File: src/hdl/mrq_pkg.sv
package mrq_pkg;

    // Storage geometry.
    localparam int SLOT_DEPTH   = 16;
    localparam int MESSAGE_BITS = 32;
    localparam int ADDR_BITS    = (SLOT_DEPTH > 1) ? $clog2(SLOT_DEPTH) : 1;
    localparam int COUNT_BITS   = $clog2(SLOT_DEPTH + 1);
    localparam int SUM_BITS     = COUNT_BITS + 1;

    // Field widths fixed by the interface.
    localparam int ACTION_BITS = 2;
    localparam int STATUS_BITS = 2;
    localparam int WORD_BITS   = 32;
    localparam int OCC_BITS    = 5;
    localparam int CAP_BITS    = 5;
    localparam int CFG_IDX_BITS  = 2;
    localparam int CFG_DATA_BITS = 5;

    // Configuration register indexes.
    localparam logic [CFG_IDX_BITS-1:0] CFG_QUEUE_READY = 2'd0;
    localparam logic [CFG_IDX_BITS-1:0] CFG_CAPACITY    = 2'd1;

    // Capacity after reset.
    localparam logic [CAP_BITS-1:0] CAP_RESET = 5'd16;

    // Request actions.
    typedef enum logic [ACTION_BITS-1:0] {
        ACT_SEND = 2'd0,
        ACT_JAM  = 2'd1,
        ACT_RECV = 2'd2
    } action_t;

    // Result status codes.
    localparam logic [STATUS_BITS-1:0] ST_DONE  = 2'd0;
    localparam logic [STATUS_BITS-1:0] ST_ERROR = 2'd1;
    localparam logic [STATUS_BITS-1:0] ST_WAIT  = 2'd2;

    // One request.
    typedef struct packed {
        logic [ACTION_BITS-1:0] action;
        logic [WORD_BITS-1:0]   message;
        logic                   wait_allowed;
    } request_t;

    // One result.
    typedef struct packed {
        logic [STATUS_BITS-1:0] status;
        logic [WORD_BITS-1:0]   received;
        logic [OCC_BITS-1:0]    occupancy;
    } result_t;

    // Slot memory access issued by the controller.
    typedef struct packed {
        logic                    wr_en;
        logic [ADDR_BITS-1:0]    wr_addr;
        logic [MESSAGE_BITS-1:0] wr_data;
        logic                    rd_en;
        logic [ADDR_BITS-1:0]    rd_addr;
    } mem_cmd_t;

    // Outcome of a request, before registering.
    typedef struct packed {
        logic [STATUS_BITS-1:0] status;
        logic [OCC_BITS-1:0]    occupancy;
        logic                   took;
    } outcome_t;

endpackage

File: src/hdl/mrq_slot_ram.sv
module mrq_slot_ram #(
    parameter int DEPTH = 16,
    parameter int WIDTH = 32
) (
    input  logic                                        clk,
    input  logic                                        wr_en,
    input  logic [((DEPTH > 1) ? $clog2(DEPTH) : 1)-1:0] wr_addr,
    input  logic [WIDTH-1:0]                            wr_data,
    input  logic                                        rd_en,
    input  logic [((DEPTH > 1) ? $clog2(DEPTH) : 1)-1:0] rd_addr,
    output logic [WIDTH-1:0]                            rd_data
);

    logic [WIDTH-1:0] mem [DEPTH];

    // Single write port.
    always_ff @(posedge clk)
    begin
        if (wr_en)
        begin
            mem[wr_addr] <= wr_data;
        end
    end

    // Registered read port.
    always_ff @(posedge clk)
    begin
        if (rd_en)
        begin
            rd_data <= mem[rd_addr];
        end
    end

endmodule

File: src/hdl/mrq_ctrl.sv
module mrq_ctrl (
    input  logic                                  clk,
    input  logic                                  rst_n,
    input  logic                                  accept,
    input  mrq_pkg::request_t                     request,
    input  logic                                  cfg_write,
    input  logic [mrq_pkg::CFG_IDX_BITS-1:0]      cfg_index,
    input  logic [mrq_pkg::CFG_DATA_BITS-1:0]     cfg_data,
    output mrq_pkg::mem_cmd_t                     mem_cmd,
    output mrq_pkg::outcome_t                     outcome
);

    logic                               ready_reg;
    logic [mrq_pkg::CAP_BITS-1:0]       cap_reg;
    logic [mrq_pkg::ADDR_BITS-1:0]      head_reg;
    logic [mrq_pkg::ADDR_BITS-1:0]      head_next;
    logic [mrq_pkg::COUNT_BITS-1:0]     count_reg;
    logic [mrq_pkg::COUNT_BITS-1:0]     count_next;
    logic [mrq_pkg::COUNT_BITS-1:0]     eff_cap;
    logic [mrq_pkg::SUM_BITS-1:0]       tail_sum;
    logic [mrq_pkg::SUM_BITS-1:0]       head_inc;
    logic [mrq_pkg::ADDR_BITS-1:0]      tail_addr;
    logic [mrq_pkg::ADDR_BITS-1:0]      jam_addr;
    logic [mrq_pkg::ADDR_BITS-1:0]      recv_next;
    logic [mrq_pkg::STATUS_BITS-1:0]    fail_status;
    logic                               is_full;
    logic                               is_empty;

    // Effective capacity: zero acts as one, too large acts as the slot depth.
    always_comb
    begin
        if (cap_reg == '0)
        begin
            eff_cap = mrq_pkg::COUNT_BITS'(1);
        end
        else if (int'(cap_reg) > mrq_pkg::SLOT_DEPTH)
        begin
            eff_cap = mrq_pkg::COUNT_BITS'(mrq_pkg::SLOT_DEPTH);
        end
        else
        begin
            eff_cap = mrq_pkg::COUNT_BITS'(cap_reg);
        end
    end

    // Ring index arithmetic, wrapped by compare against the capacity.
    always_comb
    begin
        tail_sum = mrq_pkg::SUM_BITS'(head_reg) + mrq_pkg::SUM_BITS'(count_reg);
        if (tail_sum >= mrq_pkg::SUM_BITS'(eff_cap))
        begin
            tail_sum = tail_sum - mrq_pkg::SUM_BITS'(eff_cap);
        end
        tail_addr = tail_sum[mrq_pkg::ADDR_BITS-1:0];

        if (head_reg == '0)
        begin
            jam_addr = mrq_pkg::ADDR_BITS'(eff_cap - mrq_pkg::COUNT_BITS'(1));
        end
        else
        begin
            jam_addr = head_reg - mrq_pkg::ADDR_BITS'(1);
        end

        head_inc = mrq_pkg::SUM_BITS'(head_reg) + mrq_pkg::SUM_BITS'(1);
        if (head_inc >= mrq_pkg::SUM_BITS'(eff_cap))
        begin
            recv_next = '0;
        end
        else
        begin
            recv_next = head_inc[mrq_pkg::ADDR_BITS-1:0];
        end
    end

    assign is_full     = (count_reg >= eff_cap);
    assign is_empty    = (count_reg == '0);
    assign fail_status = request.wait_allowed ? mrq_pkg::ST_WAIT : mrq_pkg::ST_ERROR;

    // Request decision and slot memory access.
    always_comb
    begin
        head_next         = head_reg;
        count_next        = count_reg;
        mem_cmd.wr_en     = 1'b0;
        mem_cmd.wr_addr   = tail_addr;
        mem_cmd.wr_data   = mrq_pkg::MESSAGE_BITS'(request.message);
        mem_cmd.rd_en     = 1'b0;
        mem_cmd.rd_addr   = head_reg;
        outcome.status    = mrq_pkg::ST_DONE;
        outcome.took      = 1'b0;

        priority if (!ready_reg)
        begin
            outcome.status = mrq_pkg::ST_ERROR;
        end
        else if (request.action == mrq_pkg::ACT_SEND || request.action == mrq_pkg::ACT_JAM)
        begin
            if (is_full)
            begin
                outcome.status = fail_status;
            end
            else
            begin
                mem_cmd.wr_en = accept;
                count_next    = count_reg + mrq_pkg::COUNT_BITS'(1);
                if (request.action == mrq_pkg::ACT_JAM)
                begin
                    mem_cmd.wr_addr = jam_addr;
                    head_next       = jam_addr;
                end
            end
        end
        else if (request.action == mrq_pkg::ACT_RECV)
        begin
            if (is_empty)
            begin
                outcome.status = fail_status;
            end
            else
            begin
                mem_cmd.rd_en = accept;
                outcome.took  = 1'b1;
                head_next     = recv_next;
                count_next    = count_reg - mrq_pkg::COUNT_BITS'(1);
            end
        end
        else
        begin
            // Unknown action code.
            outcome.status = mrq_pkg::ST_ERROR;
        end

        outcome.occupancy = mrq_pkg::OCC_BITS'(count_next);
    end

    // Configuration registers and ring pointers.
    always_ff @(posedge clk or negedge rst_n)
    begin
        if (!rst_n)
        begin
            ready_reg <= 1'b0;
            cap_reg   <= mrq_pkg::CAP_RESET;
            head_reg  <= '0;
            count_reg <= '0;
        end
        else if (cfg_write)
        begin
            if (cfg_index == mrq_pkg::CFG_QUEUE_READY)
            begin
                ready_reg <= cfg_data[0];
            end
            else if (cfg_index == mrq_pkg::CFG_CAPACITY)
            begin
                cap_reg   <= mrq_pkg::CAP_BITS'(cfg_data);
                head_reg  <= '0;
                count_reg <= '0;
            end
        end
        else if (accept)
        begin
            head_reg  <= head_next;
            count_reg <= count_next;
        end
    end

endmodule

File: src/hdl/message_ring_queue_core.sv
// Message ring queue with send, jam and receive requests.
// The result strobe rises in the cycle after the request is taken.
// Throughput: one request per cycle; busy stays low, as the slot memory read for a
// receive completes in the cycle after the request and no later request can touch it.
// Reset clears the pointers and empties the queue, sets capacity to 16 and leaves the
// queue not ready; slot contents are undefined until written. The receiver cannot stall.
module message_ring_queue_core (
    input  logic                              clk,
    input  logic                              rst_n,
    input  logic                              start,
    output logic                              busy,
    input  mrq_pkg::request_t                 request,
    output logic                              done,
    output mrq_pkg::result_t                  result,
    input  logic                              cfg_valid,
    output logic                              cfg_ready,
    input  logic [mrq_pkg::CFG_IDX_BITS-1:0]  cfg_index,
    input  logic [mrq_pkg::CFG_DATA_BITS-1:0] cfg_data
);

    logic                                accept;
    logic                                cfg_write;
    mrq_pkg::mem_cmd_t                   mem_cmd;
    mrq_pkg::outcome_t                   outcome;
    logic [mrq_pkg::MESSAGE_BITS-1:0]    rd_data;
    logic                                done_reg;
    logic                                took_reg;
    logic [mrq_pkg::STATUS_BITS-1:0]     status_reg;
    logic [mrq_pkg::OCC_BITS-1:0]        occ_reg;

    // Handshakes: the queue takes a request or a register write in any cycle.
    assign busy      = 1'b0;
    assign cfg_ready = 1'b1;
    assign accept    = start && !busy;
    assign cfg_write = cfg_valid && cfg_ready;

    mrq_ctrl u_ctrl (
        .clk       (clk),
        .rst_n     (rst_n),
        .accept    (accept),
        .request   (request),
        .cfg_write (cfg_write),
        .cfg_index (cfg_index),
        .cfg_data  (cfg_data),
        .mem_cmd   (mem_cmd),
        .outcome   (outcome)
    );

    mrq_slot_ram #(
        .DEPTH (mrq_pkg::SLOT_DEPTH),
        .WIDTH (mrq_pkg::MESSAGE_BITS)
    ) u_slot_ram (
        .clk     (clk),
        .wr_en   (mem_cmd.wr_en),
        .wr_addr (mem_cmd.wr_addr),
        .wr_data (mem_cmd.wr_data),
        .rd_en   (mem_cmd.rd_en),
        .rd_addr (mem_cmd.rd_addr),
        .rd_data (rd_data)
    );

    // Result strobe.
    always_ff @(posedge clk or negedge rst_n)
    begin
        if (!rst_n)
        begin
            done_reg <= 1'b0;
        end
        else
        begin
            done_reg <= accept;
        end
    end

    // Result fields, aligned with the slot memory read data.
    always_ff @(posedge clk)
    begin
        if (accept)
        begin
            took_reg   <= outcome.took;
            status_reg <= outcome.status;
            occ_reg    <= outcome.occupancy;
        end
    end

    assign done             = done_reg;
    assign result.status    = status_reg;
    assign result.occupancy = occ_reg;
    assign result.received  = took_reg ? mrq_pkg::WORD_BITS'(rd_data) : '0;

    // Every accepted request yields exactly one result in the next cycle.
    a_result_follows: assert property (@(posedge clk) disable iff (!rst_n)
        accept |=> done)
        else $error("no result after an accepted request");

    a_no_spurious_result: assert property (@(posedge clk) disable iff (!rst_n)
        !accept |=> !done)
        else $error("result without a request");

    // Only a completed receive returns a message word.
    a_received_zero: assert property (@(posedge clk) disable iff (!rst_n)
        (done && result.status != mrq_pkg::ST_DONE) |-> (result.received == '0))
        else $error("failed request returned a message");

    // Occupancy never exceeds the slot depth.
    a_occupancy_bound: assert property (@(posedge clk) disable iff (!rst_n)
        done |-> (int'(result.occupancy) <= mrq_pkg::SLOT_DEPTH))
        else $error("occupancy above slot depth");

endmodule

File: config.mk
export PLATFORM = sky130hd
export DESIGN_NAME = message_ring_queue_core
export DESIGN_NICKNAME = d
export VERILOG_FILES = /design/src/hdl/mrq_pkg.sv /design/src/hdl/mrq_slot_ram.sv /design/src/hdl/mrq_ctrl.sv /design/src/hdl/message_ring_queue_core.sv
export SDC_FILE = /design/constraint.sdc
export NUM_CORES = 1
export LEC_CHECK = 0
export ABC_AREA = 1
export BUFFER_PORTS_ARGS = -buffer_cell sky130_fd_sc_hd__buf_2
export CAP_MARGIN = 20
export CORE_ASPECT_RATIO = 1.4
export CORE_MARGIN = 1.5
export CORE_UTILIZATION = 40
export CTS_CLUSTER_SIZE = 25
export DETAILED_ROUTE_END_ITERATION = 16
export SLEW_MARGIN = 20
export SYNTH_ARGS = -nofsm -noshare
export SYNTH_HDL_FRONTEND = slang
export SYNTH_SLANG_ARGS = --single-unit
export TNS_END_PERCENT = 50
File: constraint.sdc
create_clock -name clk -period 12.3 [get_ports clk]
set_input_delay 0.615 -clock clk [delete_from_list [all_inputs] [get_ports clk]]
set_output_delay 0.615 -clock clk [all_outputs]
set_load 0.01 [all_outputs]
==> results of run 1 <==
[critical path, cell delays in order (launching register included)]
cell and delay [ns]:
dfrtp_4 0.90, clkinv_2 0.79, fa_1 0.70, xnor2_1 0.26, ha_1 0.33, nand2_1 0.08
inv_1 0.04, nand2_1 0.08, nand2_1 0.05, nand2_1 0.10, nand3_1 0.16, nand2_1 0.12
nand3_1 0.13, nand2_1 0.13, nand2_1 0.25, nor2_4 0.49, buf_4 0.48
[stage by stage]
stage | hold slack [ns] | utilization, %
floorplan | 0.319 | -
global placement | 0.495 | 42.5
detailed placement | 0.508 | 42.5
CTS | 0.207 | 45.5
global route | 0.233 | 45.7
finish | 0.232 | 45.7
[cell families (layout without fill, tap and decap cells)]
logic type	count (synthesis)	count (layout)	synth area share, %
xor gates and xnor gates	9	9	0.340
AOI/OAI and AO/OA	460	460	12.1
and+or+nand+nor	545	545	9.46
adders and majority gates	26	26	1.47
other	2	3	0.0324
buffers and inverters	191	284	3.42
DFF	568	568	73.2
[worst max path at each step]
| stage | start | to | slack, ns | cells after the start |
|---|---|---|---|---|
| floorplan | u_ctrl.head_reg[1]$_DFFE_PN0P_ | u_slot_ram.mem[12][0]$_DFFE_PP_ | 7.85 | 16 |
| global placement | u_ctrl.head_reg[1]$_DFFE_PN0P_ | u_slot_ram.mem[8][14]$_DFFE_PP_ | 6.78 | 15 |
| detailed placement | u_ctrl.head_reg[1]$_DFFE_PN0P_ | u_slot_ram.mem[9][15]$_DFFE_PP_ | 6.76 | 15 |
| CTS | u_ctrl.head_reg[1]$_DFFE_PN0P_ | u_slot_ram.mem[9][7]$_DFFE_PP_ | 6.73 | 15 |
| global route | u_ctrl.head_reg[1]$_DFFE_PN0P_ | u_slot_ram.mem[11][13]$_DFFE_PP_ | 6.36 | 15 |
| finish | u_ctrl.head_reg[1]$_DFFE_PN0P_ | u_slot_ram.mem[5][3]$_DFFE_PP_ | 6.80 | 16 |
[metal layers]
layer / vias up / track usage, % / routed length (um)
li1: 6774 / - / -
met1: 7319 / 24.4 / 23200
met2: 447 / 33.0 / 28400
met3: 106 / 2.47 / 2940
met4: 0 / 6.99 / 1750
met5: - / 0 / 0
[where the power goes]
group | total (mW) | leakage (nW) | switching, mW | internal (mW)
logic | 1.41 | 3.04 | 1.01 | 0.406
registers | 2.38 | 5.17 | 0.0941 | 2.28
clock network | 1.68 | 0.853 | 0.702 | 0.974
total | 5.46 | 9.06 | 1.80 | 3.66
[layout make-up]
class | count | share of cell area [%]
tap | 742 | 3.54
timing repair buffer | 113 | 2.66
clock inverter | 26 | 1.35
sequential | 568 | 64.8
multi-input combinational | 1042 | 21.1
clock buffer | 67 | 5.34
inverter | 78 | 1.15
antenna | 1 | 0.00954
[layout by cell type (no fill, tap or decap), drive strengths merged, types with 8 or more instances in the layout]
master	Yosys	routed
edfxtp	552	552
nor2	294	294
o21ai	272	272
nand2	175	175
buf	40	112
o221ai	90	90
inv	78	80
clkbuf	73	67
nand3	58	58
o22ai	38	38
o211ai	38	38
ha	24	24
a21oi	17	17
clkinv	0	16
dfrtp	15	15
nand4	10	10
bufinv	0	8
[what timing repair did]
| item | 4_1_cts | 5_1_grt |
|---|---|---|
| hold endpoints to repair | 15 | 0 |
| hold buffers | 1 | 0 |
| setup endpoints to repair | 0 | 0 |
==> impl_metrics.toml, run 1 <==
[status]
status = "finished, final reports clean"

[hold_path]
worstHoldPathCells = 3
hp-start = "cfg_data[2]"
whs_endpoint = "u_ctrl.cap_reg[2]$_DFFE_PN0P_"
hold_class = "in -> reg"

[die]
dieArea_sq_um = 59400
die_y_um = 288
io_pins = 88
rows = 104
fp.dieW_um = 206
design.core.area_sq_um = 57400
start_util_pct = 40.4

[route]
wl_um = 56300
drc_errors = 0
vias = 14646
dr.first_iter.drc_count = 1439
ant_nets = 0
wire_per_inst_um = 21.4
dr.pass1.iters = 7
vias_per_cell = 5.55

[synth]
yosysWarnings = 0
yosysSeqAreaShare_pct = 73.2
synth_top_area_share_pct = 71.5
syn-num-nets = 1873
ys_types = 41
syn_inst = 1801
ys_top_cells_by_count = "edfxtp_1 (552), nor2_1 (293), o21ai_0 (267)"
yosys-top-cells-area = "edfxtp_1 (71%), o21ai_0 (5.8%), nor2_1 (4.7%)"
synth_most_common_cell = "edfxtp_1"
synth_edf_count = 552
async_reset_ff_share_pct = 2.82
ys_seq_elements = 568
synth_flop_cell = "edfxtp_1"
synth_top_area_cell = "edfxtp_1"
syn_area_sq_um = 23200
avgSynthCellArea_sq_um = 12.9

[cts]
cts_resized = 0
clock_path_buffers = 3
cts_max_level = 2
cts_buffers = 53
worstSkewPairLatency_ns = 0.61
clkTransAtPathRegs_ns = 0.06
post-cts-setup-buffers = 0
cts.sinks = 568
cts_tree = "yes"
cts_root_buf = "clkbuf_16"

[setup_path]
critPathRequiredTime_ns = 12.54
reg2reg_from = "u_ctrl.head_reg[1]$_DFFE_PN0P_"
ff2ff_setup_slack_ns = 6.80
arrival_ns = 5.74
endpoint_kind = "register"
crit_path_start_kind = "register"
path_class = "reg -> reg"
rr_worst_depth = 16
r2r-end = "u_slot_ram.mem[5][3]$_DFFE_PP_"
cp_max_fo = 62

[run]
cap_viol_max_count = 0

[finish]
drive_gt1_share_pct = 11.6
final_cells = 2637
fin_area_sq_um = 26200
nFillCells = 5051
register_area_sq_um = 17000
syn_to_final_growth_pct = 13.1
reg_top3 = "u_slot_ram.mem: 512 flops, u_slot_ram.rd_data: 32 flops"
multi_input_area_sq_um = 5540
regMostFlops = "u_slot_ram.mem"
largest_reg_flops = 512
finalNetCount = 1928

[grt]
grtUsageTotal_pct = 19.1
grt_max_degree = 108
grt_pass1_wl_um = 86300
grt.overflow.total = 0
antenna_found_initial = 1
grt_pass1_vias = 14605

[timing]
max_slew.worst_pin.slew_ns = 1.08
tns_ns = 0
grt_setup_unrepaired = "no"
fin_crit_ns = 5.50
relSlewSlack_pct = 27.9
setup_ws_ns = 6.80
skew_ns = 0.0193
fmax_mhz = 182
finalHoldViolations = 0
period_share_pct = 44.7
slew_viol_final = 0
setup_viol = 0

[placed_design]
hpwl_um = 31400
dp_slack_ns = 6.76
place_area_sq_um = 24400
place_congestion = 0.816
placed_cells = 2539
placement.io_buffers = 85

[pwr]
p_leak_nw = 9.06
power.total_mw = 5.46
ir_drop_uv = 116
power_density_nw_per_um2 = 208
Power figures use the tool's default switching activity.
==> run 2: changes to the inputs <==
- ABC_AREA: 1 -> 0
- clock period: 12.3 -> 5.1 ns (I/O delays scaled with it)
==> impl_metrics.toml, run 2 <==
[finish]
antenna_cells = 0
final_common_cell = "edfxtp_1"
finalNetCount = 1240
regMostFlops = "u_slot_ram.mem"
final_cell_mix = "edfxtp_1 (552), mux4_2 (160), buf_2 (85)"
final_util_pct = 47.5
drive_gt1_share_pct = 33.3
final_cells = 1938
reg_top3 = "u_slot_ram.mem: 512 flops, u_slot_ram.rd_data: 32 flops"
syn_to_final_growth_pct = 16.8
largest_reg_flops = 512

[pwr]
p_sw_mw = 3.16
ir_drop_uv = 263
power_density_nw_per_um2 = 454
clock_power_share_pct = 35.3
p_int_mw = 8.82
seqPwrFrac_pct = 45.3
p_leak_nw = 8.42
switching_share_pct = 26.4
pwr-share-comb_pct = 19.3

[synth]
ys_types = 53
syn_inst = 1028
yosysSeqAreaShare_pct = 75.2
avgSynthCellArea_sq_um = 22.0
ys_seq_elements = 568
synth_edf_count = 552
async_reset_ff_share_pct = 2.82
yosys-top-cells-area = "edfxtp_1 (73%), mux4_2 (16%), dfrtp_1 (1.7%)"
syn_area_sq_um = 22600
synth_top_area_cell = "edfxtp_1"
synth_flop_cell = "edfxtp_1"
yosysWarnings = 0
syn-num-nets = 1100
synth_most_common_cell = "edfxtp_1"
ys_top_cells_by_count = "edfxtp_1 (552), mux4_2 (160), and2_1 (35)"
synth_top_area_share_pct = 73.4

[placed_design]
placement.io_buffers = 85
place_congestion = 0.831
hpwl_um = 28300
placed_cells = 1831

[grt]
grt_max_degree = 92
grt_pass1_vias = 11136
grt_pass1_wl_um = 72500
grtUsageTotal_pct = 16.9
grt.overflow.total = 0
antenna_found_initial = 0

[timing]
skew_ns = 0.0148
period_share_pct = 90.1
slew_viol_final = 0
setup_viol = 0
fin_crit_ns = 4.60
tns_ns = 0
grt_setup_unrepaired = "no"
finalHoldViolations = 0
relSlewSlack_pct = 27.2
fmax_mhz = 218
max_slew.worst_pin.slew_ns = 1.09

[setup_path]
critPathRequiredTime_ns = 5.37
endpoint_kind = "register"
ff2ff_setup_slack_ns = 0.50
rr_worst_depth = 12
crit_path_start_kind = "register"
cpPeakStageDelay_ns = 0.50
critPathSlowestCell = "dfrtp_1"
arrival_ns = 4.86
path_class = "reg -> reg"
cp_max_fo = 20
crit_chain = "ha_1 > nor2_1 > nor2_1 > xor2_1 > ha_1 > a21o_1 > a221o_1 > a311oi_4 > mux2_2 > mux2_2 > nor4_4 > buf_4"

[route]
vias = 10671
wl_um = 48100
drc_errors = 0
dr.first_iter.drc_count = 811
wire_per_inst_um = 24.8
vias_per_cell = 5.51
ant_nets = 0
dr.pass1.iters = 5

[cts]
cts_root_buf = "clkbuf_16"
clkTransAtPathRegs_ns = 0.07
cts_max_level = 2
cts_resized = 0
cts.sinks = 568
worstSkewPairLatency_ns = 0.60
clock_path_buffers = 3
cts_buffers = 54
cts_tree = "yes"

[die]
design.core.area_sq_um = 55500
start_util_pct = 40.7
rows = 102
dieArea_sq_um = 57900
io_pins = 88
die_y_um = 284
fp.dieW_um = 204

[run]
cap_viol_max_count = 0

[hold_path]
worstHoldPathCells = 1
hold_class = "in -> reg"

[status]
status = "finished, final reports clean"
==> run 2: changes by cell type in the layout (fill, tap and decap cells not counted), moves of 35 or more <==
cell,before,now
nand2_1,173,15
nor2_1,277,10
mux4_2,0,160
o221ai_1,90,0
nand3_1,56,7
inv_1,74,15
o22ai_1,38,0
o211ai_1,38,3
o21ai_0,267,21
==> run 2: cell type report <==
class                           instances  area, sq um
Fill cell                            4554        29200
Sequential cell                       568        17000
Multi-Input combinational cell        395         5620
Clock buffer                           68         1450
Tap cell                              728          911
Timing Repair Buffer                  131          893
Clock inverter                         30          433
Inverter                               18         70.1
==> run 2: worst max-delay path: cells and delay by family (launching register included) <==
kind	cells	cell delay, ns
AOI/OAI and AO/OA	3	0.94
muxes	2	0.87
adders and majority gates	2	0.69
and+or+nand+nor	3	0.65
DFF	1	0.50
buffers and inverters	1	0.36
xor gates and xnor gates	1	0.23
==> run 2: power by group through the flow <==
stage | Clock (mW) | Sequential [mW] | Combinational, mW
finish | 4.23 | 5.43 | 2.32
global route | 4.49 | 5.44 | 2.50
CTS | 4.32 | 5.43 | 2.33
detailed placement | 0 | 5.53 | 2.32
global placement | 0 | 5.52 | 2.30
floorplan | 0 | 5.51 | 1.68
==> run 2: logic make-up after synthesis <==
logic type	share of synthesized area, %
buffers and inverters	1.16
xor gates and xnor gates	0.388
and+or+nand+nor	2.73
adders and majority gates	1.51
other	0.0333
DFF	75.2
muxes	16.8
AOI/OAI and AO/OA	2.19
==> run 2: per-layer routing <==
metal | vias to the layer above | GRT usage [%] | part of all wire [%]
met1 | 5702 | 22.3 | 41
li1 | 4604 | - | -
met2 | 291 | 29.0 | 52
met4 | 0 | 5.24 | 2.4
met3 | 74 | 2.51 | 4.6
met5 | - | 0 | 0
==> run 2: worst paths after layout <==
| path | from | endpoint |
|---|---|---|
| worst max-delay path | u_ctrl.count_reg[2]$_DFFE_PN0P_ | u_slot_ram.mem[8][16]$_DFFE_PP_ |
| worst min-delay path | request[22] | u_slot_ram.mem[7][21]$_DFFE_PP_ |
| worst max register to register | u_ctrl.count_reg[2]$_DFFE_PN0P_ | u_slot_ram.mem[8][16]$_DFFE_PP_ |
| worst min register to register | u_ctrl.cap_reg[0]$_DFFE_PN0P_ | u_ctrl.cap_reg[0]$_DFFE_PN0P_ |
| max in group asynchronous | rst_n | u_ctrl.head_reg[0]$_DFFE_PN0P_ |
| min in group asynchronous | rst_n | u_ctrl.ready_reg$_DFFE_PN0P_ |
==> run 2: repair_timing <==
item | 4_1_cts | 5_1_grt
hold endpoints to repair | 23 | 0
hold buffers | 9 | 0
endpoints found under the setup margin | 0 | 0
buffers inserted | 0 | 0
==> run 2: through the flow <==
step	power [mW]	setup WS, ns	instance area, sq um	hold WS, ns
after floorplan	7.18	-0.299	22900	-0.0406
after global placement	7.82	0.404	24400	0.212
after detailed placement	7.84	0.377	24400	0.212
after CTS	12.1	0.354	26300	0.00381
after global routing	12.4	0.290	26400	0.0168
final	12.0	0.504	26400	0.0370
==> run 3: changes to the inputs <==
==> constraint.sdc (replaced) <==
create_clock -name clk -period 5.1 [get_ports clk]
set_input_delay 1.02 -clock clk [delete_from_list [all_inputs] [get_ports clk]]
set_output_delay 1.02 -clock clk [all_outputs]
set_load 0.01 [all_outputs]
==> impl_metrics.toml, run 3 (synthesized netlist as in run 2, its figures left out) <==
[status]
status = "finished, final reports clean"

[timing]
period_share_pct = 91.2
tns_ns = 0
fin_crit_ns = 4.65
slew_viol_final = 0
grt_setup_unrepaired = "no"
relSlewSlack_pct = 24.7
max_slew.worst_pin.slew_ns = 1.11
finalHoldViolations = 0
fmax_mhz = 215
setup_ws_ns = 0.447
setup_viol = 0
skew_ns = 0.0204

[die]
rows = 102
design.core.area_sq_um = 55500
die_y_um = 284
io_pins = 88
fp.dieW_um = 204
start_util_pct = 40.7
dieArea_sq_um = 57900

[cts]
cts_root_buf = "clkbuf_16"
post-cts-setup-buffers = 0
cts_resized = 0
cts.sinks = 568
clkTransAtPathRegs_ns = 0.07
cts_hold_buffers = 0
cts_tree = "yes"
worstSkewPairLatency_ns = 0.62
cts_max_level = 2
cts_buffers = 53
clock_path_buffers = 3

[route]
dr.first_iter.drc_count = 844
dr.pass1.iters = 7
wl_um = 48200
drc_errors = 0
wire_per_inst_um = 25.0
ant_nets = 0
vias_per_cell = 5.47
vias = 10516

[setup_path]
path_class = "reg -> reg"
crit_path_start_kind = "register"
endpoint_kind = "register"
critPathRequiredTime_ns = 5.37
cp_max_fo = 20
path_buf_inv = 1
arrival_ns = 4.93
critPathSlowestCell = "dfrtp_1"
cpPeakStageDelay_ns = 0.50
crit_chain = "ha_1 > nor2_1 > nor2_1 > xor2_1 > ha_1 > a21o_1 > a221o_1 > a311oi_4 > mux2_2 > mux2_2 > nor4_4 > buf_4"
cp_top_family = "compound AO/OA/AOI/OAI gates"

[pwr]
power_density_nw_per_um2 = 446
ir_drop_uv = 341
p_leak_nw = 8.27
power.total_mw = 11.6

[grt]
antenna_found_initial = 1
grt_pass1_vias = 11146
grt.overflow.total = 0
grt_max_degree = 135
grtUsageTotal_pct = 17.0
grt_pass1_wl_um = 72000

[run]
cap_viol_max_count = 0

[finish]
final_common_cell = "edfxtp_1"
regMostFlops = "u_slot_ram.mem"
syn_to_final_growth_pct = 15.6
finalNetCount = 1227
largest_reg_flops = 512
drive_gt1_share_pct = 32.6
reg_top3 = "u_slot_ram.mem: 512 flops, u_slot_ram.rd_data: 32 flops"
final_cell_mix = "edfxtp_1 (552), mux4_2 (160), buf_2 (85)"

[hold_path]
hold_class = "in -> async"

[placed_design]
dp_slack_ns = 0.369
placement.io_buffers = 85
place_congestion = 0.824
hpwl_um = 28200
[run 3: layout make-up]
cell class                      instances  area (sq um)
Tap cell                              728           911
Timing Repair Buffer                  119           785
Inverter                               18          70.1
Fill cell                            4544         29400
Clock buffer                           66          1380
Sequential cell                       568         17000
Multi-Input combinational cell        395          5620
Clock inverter                         29           342
Antenna cell                            1          2.50
[run 3: through the flow]
step	area (sq um)	instances	hold WS, ns	utilization [%]
after global routing	26100	1923	0.350	47.0
after CTS	26100	1923	0.317	46.9
final	26100	1924	0.341	47.0
after global placement	24300	1828	0.563	43.8
after floorplan	22900	1028	0.521	-
after detailed placement	24300	1828	0.571	43.8
[run 3: final timing paths]
check,end,from,slack [ns],cells past startpoint
setup / recovery,u_slot_ram.mem[8][27]$_DFFE_PP_,u_ctrl.count_reg[2]$_DFFE_PN0P_,0.45,12
max in group asynchronous,u_ctrl.cap_reg[4]$_DFFE_PN1P_,rst_n,4.43,1
setup reg to reg,u_slot_ram.mem[8][27]$_DFFE_PP_,u_ctrl.count_reg[2]$_DFFE_PN0P_,0.45,12
hold / removal,u_ctrl.head_reg[3]$_DFFE_PN0P_,rst_n,0.34,1
hold reg to reg,u_ctrl.cap_reg[3]$_DFFE_PN0P_,u_ctrl.cap_reg[3]$_DFFE_PN0P_,0.59,1
min in group clk,u_ctrl.cap_reg[3]$_DFFE_PN0P_,u_ctrl.cap_reg[3]$_DFFE_PN0P_,0.59,1
[run 3: report_power, final]
group | internal (mW) | switching (mW) | leakage [nW]
combinational | 0.929 | 1.36 | 2.27
clock | 2.23 | 1.70 | 0.829
sequential | 5.35 | 0.0845 | 5.17
total | 8.51 | 3.14 | 8.27
[run 3: metal layers]
metal	global-route usage [%]	wire length [um]	up-vias
met1	21.7	19400	5594
met2	29.6	25400	254
met3	2.59	2050	81
met4	5.28	1250	0
met5	0	0	-
li1	-	-	4587
